## src/rtl/core/lqe_pkg.sv

```systemverilog
// shared types and constants for the line to quad expansion block
package lqe_pkg;

	localparam int COORD_W   = 24;
	localparam int POS_W     = 25;
	localparam int COLOR_W   = 8;
	localparam int IDX_OUT_W = 24;
	localparam int CFG_W     = 16;
	localparam int REC_W     = 4;

	// register indexes on the configuration port
	localparam logic [1:0] REG_WIDTH  = 2'd0;
	localparam logic [1:0] REG_HEIGHT = 2'd1;
	localparam logic [1:0] REG_THICK  = 2'd2;

	// word kinds
	localparam logic KIND_VERTEX = 1'b0;
	localparam logic KIND_INDEX  = 1'b1;

	// record numbering inside one segment
	localparam logic [REC_W-1:0] FIRST_INDEX_REC = 4'd4;
	localparam logic [REC_W-1:0] LAST_REC        = 4'd9;

	typedef struct packed {
		logic [CFG_W-1:0] width;
		logic [CFG_W-1:0] height;
		logic [CFG_W-1:0] thick;
	} cfg_t;

	typedef struct packed {
		logic             load;
		logic             check;
		logic             shift;
		logic             square;
		logic             root_go;
		logic             offset;
		logic             emit;
		logic [REC_W-1:0] rec;
	} dp_cmd_t;

	typedef struct packed {
		logic skip;
		logic norm_done;
		logic root_done;
		logic out_free;
	} dp_stat_t;

endpackage

```

## src/rtl/core/lqe_ctrl.sv

```systemverilog
// controller state machine sequencing one segment through the datapath
module lqe_ctrl import lqe_pkg::*; (
	input  logic     clk,
	input  logic     arst_n,
	input  logic     in_valid,
	output logic     in_ready,
	input  dp_stat_t stat,
	output dp_cmd_t  cmd
);

	localparam logic [3:0] ST_IDLE  = 4'd0;
	localparam logic [3:0] ST_CHECK = 4'd1;
	localparam logic [3:0] ST_EVAL  = 4'd2;
	localparam logic [3:0] ST_NORM  = 4'd3;
	localparam logic [3:0] ST_SQR   = 4'd4;
	localparam logic [3:0] ST_RGO   = 4'd5;
	localparam logic [3:0] ST_RWAIT = 4'd6;
	localparam logic [3:0] ST_OFFS  = 4'd7;
	localparam logic [3:0] ST_EMIT  = 4'd8;

	logic [3:0]       state_q, state_d;
	logic [REC_W-1:0] rec_q, rec_d;

	always_comb begin
		state_d     = state_q;
		rec_d       = rec_q;
		cmd         = '0;
		cmd.rec     = rec_q;
		in_ready    = 1'b0;
		case (state_q)
			ST_IDLE: begin
				in_ready = 1'b1;
				if (in_valid) begin
					cmd.load = 1'b1;
					state_d  = ST_CHECK;
				end
			end
			ST_CHECK: begin
				cmd.check = 1'b1;
				state_d   = ST_EVAL;
			end
			ST_EVAL: state_d = stat.skip ? ST_IDLE : ST_NORM;
			ST_NORM: begin
				if (stat.norm_done)
					state_d = ST_SQR;
				else
					cmd.shift = 1'b1;
			end
			ST_SQR: begin
				cmd.square = 1'b1;
				state_d    = ST_RGO;
			end
			ST_RGO: begin
				cmd.root_go = 1'b1;
				state_d     = ST_RWAIT;
			end
			ST_RWAIT: if (stat.root_done) state_d = ST_OFFS;
			ST_OFFS: begin
				cmd.offset = 1'b1;
				rec_d      = '0;
				state_d    = ST_EMIT;
			end
			ST_EMIT: begin
				if (stat.out_free) begin
					cmd.emit = 1'b1;
					if (rec_q == LAST_REC)
						state_d = ST_IDLE;
					else
						rec_d = rec_q + 4'd1;
				end
			end
			default: state_d = ST_IDLE;
		endcase
	end

	always_ff @(posedge clk or negedge arst_n) begin
		if (!arst_n) begin
			state_q <= ST_IDLE;
			rec_q   <= '0;
		end else begin
			state_q <= state_d;
			rec_q   <= rec_d;
		end
	end

	a_last_to_idle: assert property (@(posedge clk) disable iff (!arst_n)
		(state_q == ST_EMIT && cmd.emit && rec_q == LAST_REC) |=> (state_q == ST_IDLE))
		else $error("no return to idle after last word");

endmodule

```

## config.mk

```make
export PLATFORM = sky130hd
export DESIGN_NAME = lqe_ctrl
export DESIGN_NICKNAME = d
export VERILOG_FILES = /design/src/rtl/core/lqe_pkg.sv /design/src/rtl/core/lqe_ctrl.sv
export SDC_FILE = /design/constraint.sdc
export NUM_CORES = 1
export LEC_CHECK = 0
export ABC_AREA = 1
export BUFFER_PORTS_ARGS = -buffer_cell sky130_fd_sc_hd__buf_2
export CAP_MARGIN = 25
export CORE_MARGIN = 8
export CORE_UTILIZATION = 35
export DETAILED_ROUTE_END_ITERATION = 7
export PLACE_DENSITY = 0.59
export SKIP_LAST_GASP = 1
export SYNTH_ARGS = -nofsm -noshare
export SYNTH_HDL_FRONTEND = slang
export SYNTH_SLANG_ARGS = --single-unit
```

## constraint.sdc

```tcl
create_clock -name clk -period 1.4 [get_ports clk]
set_input_delay 0.21 -clock clk [delete_from_list [all_inputs] [get_ports clk]]
set_output_delay 0.21 -clock clk [all_outputs]
set_load 0.1 [all_outputs]
```

==> results <==
- Clock skew on the completed layout was measured at around 0.012 ns.
- The post-synthesis instance area is 612 um2.
- The layout-stage area growth over the synthesis result is 82.4%.
- The normalized max-slew margin is between 60% and 70%.
- Of all cell types, the one taking the most synthesized area is sky130_fd_sc_hd__dfrtp_1.
- Once placement completed, the tool counted placed cells totaling 127.
- In this run the remaining antenna-violating nets after routing total 0.
- The post-synthesis cell type count is 18.
- The global-route usage over all layers is a little over a tenth.
- On the worst path, the slowest cell contributes a delay of 0.42 ns.
- The pin count of the biggest net entering global routing is 9.
- 0 antenna diodes ended up in the layout.
- Among all flip-flop cells after synthesis, the most frequent one is sky130_fd_sc_hd__dfrtp_1.
- After detailed routing, the number of remaining DRC violations is 0.
- Global routing used 12.0% of the available met1 tracks.
- Ranked by total cell area, the synthesized netlist is headed by sky130_fd_sc_hd__dfrtp_1 33%, sky130_fd_sc_hd__nand2_1 13%, sky130_fd_sc_hd__nand3_1 8.2%.
- The number of clock buffers inserted by TritonCTS is 3.
- Counting flops with an async set or reset pin after synthesis yields a share of 100%.
- The critical-path maximum fanout is 4.
- The wire length per cell after detailed routing is 12.8 um.
- The floorplan die height is 57.8 um.
- For the finished layout, the period the worst path requires is ~1.5 ns.
- In the global route stage, met3 resource usage came out at between 3 and 4%.
- The clock reaches the later pin of the worst-skew pair after about 0.25 ns.
- The run finished, with violations left.
- The pre-antenna-repair detailed-routing pass consisted of 4 iterations.
- The startpoint type of the worst setup path is a register.
- The TritonCTS clock tree is built.
- Input and output buffers added on the ports amount to 18.
- After legalization and detailed placement, the total HPWL measured 1300 um.
- Summing the sequential cell areas from Yosys gives 32.7% of the chip area.
- The final layout contains routed wiring with a total length of approximately 1900 um.
- In this run, synthesis inferred 0 flip-flops with an integrated enable.
- The effective utilization at floorplan is 36.2%.
- Max-cap violations in this run came to 0.
- At the end of the flow, the number of nets in the layout was 137.
- The final reports fail on setup timing.
- At the end of the flow the core is filled with cells to 66.1%.
- The core region is 1690 um2.
- The start point of the worst hold path is stat[1].
- The cell with the largest stage delay on the worst path is sky130_fd_sc_hd__dfrtp_1.
- In this run the clock root is driven by a sky130_fd_sc_hd__clkbuf_4.
- The setup slack of the critical path after layout is -0.145 ns.
- The beginning of the critical path is state_q[1]$_DFFE_PN0P_.
- The reg-to-reg startpoint is state_q[3]$_DFFE_PN0P_.
- met2 is the most crowded layer.
- By instance count, the leading cell after synthesis is sky130_fd_sc_hd__nand2_1.
- Setup violations remaining at the end of the flow were counted as 8.
- The worst setup path is captured at an output pin.
- The number of pins exceeding their max-slew limit in the final report was 0.
- In the synthesized netlist, the number of instances is 92.
- The number of antenna violations at the first check in global routing is 0.
- The number of flip-flops and latches in the synthesized netlist is 8.
- The area enclosed by the die boundary is 3340 um2.
- The I/O pin count is 19.
- Setup repair after global routing could not meet its margin everywhere.
- The layout has roughly 130 filler cells.
- After routing, the total negative slack on setup checks comes to -0.989 ns.
- The count of routing violations after the opening detailed-route iteration is 8.
- The number of failing hold endpoints at the final stage came to 0.
- Using the TritonRoute via totals, the vias-per-cell ratio works out to 4.79.
- The share of Yosys cell area claimed by the top area cell type is 32.7%.
- The initialized floorplan defines 15 standard-cell rows.
- The setup path with the least slack is of type register to output pin.
- The data required time of the critical path is 1.19 ns.
- The commonest cells after synthesis are 21 x sky130_fd_sc_hd__nand2_1, 12 x sky130_fd_sc_hd__inv_1, 12 x sky130_fd_sc_hd__nor2_1, 10 x sky130_fd_sc_hd__nand3_1, 8 x sky130_fd_sc_hd__dfrtp_1.
- The number of global-route vias before repair is 669.
- The wire length of the first global-routing pass is 2970 um.
- In this run the number of H-tree levels came out at 1.
- For this run, the number of Yosys warnings is 0.
- The worst path uses 110% of the clock period.
- The mean cell area of the mapped netlist is 6.65 um2.
- The clock sink count is 8.
- The fraction of final layout cells with drive strength greater than 1 is 54.3%.
- In this run the horizontal extent of the chip is 57.8 um.
- The met2 global-route usage is between 10% and 20%.
- The slew at the pin closest to its max-slew limit is 0.489 ns.
- The weighted congestion reported at the end of routability-driven placement is between 0.7 and 0.8.
- After global routing the overflow that remains totals 0.
- For this run, the top clock speed supported by timing is 647 MHz.
- In this run the worst hold path is classified as primary input to register.
- The longest clock path from root to sink contains 2 buffers.
- Walking the worst path, the cells encountered are inv_2, buf_4, nand2_1, nor2_4, buf_12.
- The net count after synthesis is just over 100.
- Clock-pin slew was measured on the worst setup and hold paths at 0.05 ns.
- The arrival time of the worst setup path is about 1.3 ns.
- The finished layout holds 144 standard cells, fillers aside.
- Across all layers, the routed design uses 690 vias.
[metal layers]
metal  wire [um]  vias up
li1            -      352
met1         782      323
met2         987       15
met3          80        0
met4           0        0
met5           0        -
[stage by stage]
stage,hold WS [ns],setup slack [ns],area (um2)
2_1_floorplan,-0.0856,-0.277,706
3_3_place_gp,0.0647,0.0601,952
5_1_grt,0.284,-0.199,1120
6_report,0.276,-0.145,1120
4_1_cts,0.268,-0.140,1050
3_5_place_dp,0.0629,0.0518,952
[kinds of logic after synthesis]
logic type / Yosys count / synth area share (%)
flops: 8 / 32.7
buf+inv: 17 / 10.6
compound gates: 6 / 4.91
fa+ha+maj: 2 / 4.09
xor+xnor: 2 / 2.86
simple gates: 57 / 44.8
[layout by cell type, fill, tap and decap left out, drive strengths merged]
master | synthesis | final
clkbuf | 0 | 4
ha | 2 | 2
clkinvlp | 0 | 2
buf | 0 | 30
inv | 15 | 13
nand3 | 11 | 11
dlygate4sd3 | 0 | 1
dfrtp | 8 | 8
nor3 | 1 | 1
o21ai | 5 | 5
clkinv | 2 | 2
nor2 | 19 | 19
a21oi | 1 | 1
nand2 | 26 | 26
xor2 | 2 | 2
[critical path: cells and delay by family (launching register included)]
kind          cells  cell delay, ns
buf+inv           3            0.38
flops             1            0.42
simple gates      2            0.28
[flip-flops by register name, summed over array words and instances (netlist names)]
name and count:
rec_q 4, state_q 4
[repair_timing]
item / CTS / global route
setup endpoints to repair: 8 / 15
resized for setup: 3 / 4
hold endpoints to repair: 8 / 0
pin swaps: 5 / 4
setup buffers: 7 / 5
hold buffers: 1 / 0
[area by class of cell]
class,instances,area [um2],area share (%)
Sequential cell,8,211,18.9
Clock buffer,4,26.3,2.35
Timing Repair Buffer,31,342,30.6
Inverter,17,75.1,6.73
Multi-Input combinational cell,67,440,39.5
Tap cell,17,21.3,1.91
[worst paths after layout]
path                                     endpoint  cells after the start  slack, ns
max in group asynchronous    rec_q[0]$_DFFE_PN0P_                      2       0.86
min                        state_q[2]$_DFFE_PN0P_                      4       0.28
max reg2reg                state_q[1]$_DFFE_PN0P_                      9       0.04
min reg2reg                  rec_q[3]$_DFFE_PN0P_                      2       0.58
min in group asynchronous  state_q[3]$_DFFE_PN0P_                      2       0.33
max                                        cmd[9]                      5      -0.14
Power is not shown: default switching activity piles up to over one toggle a cycle in this logic, so the estimate is an artifact.
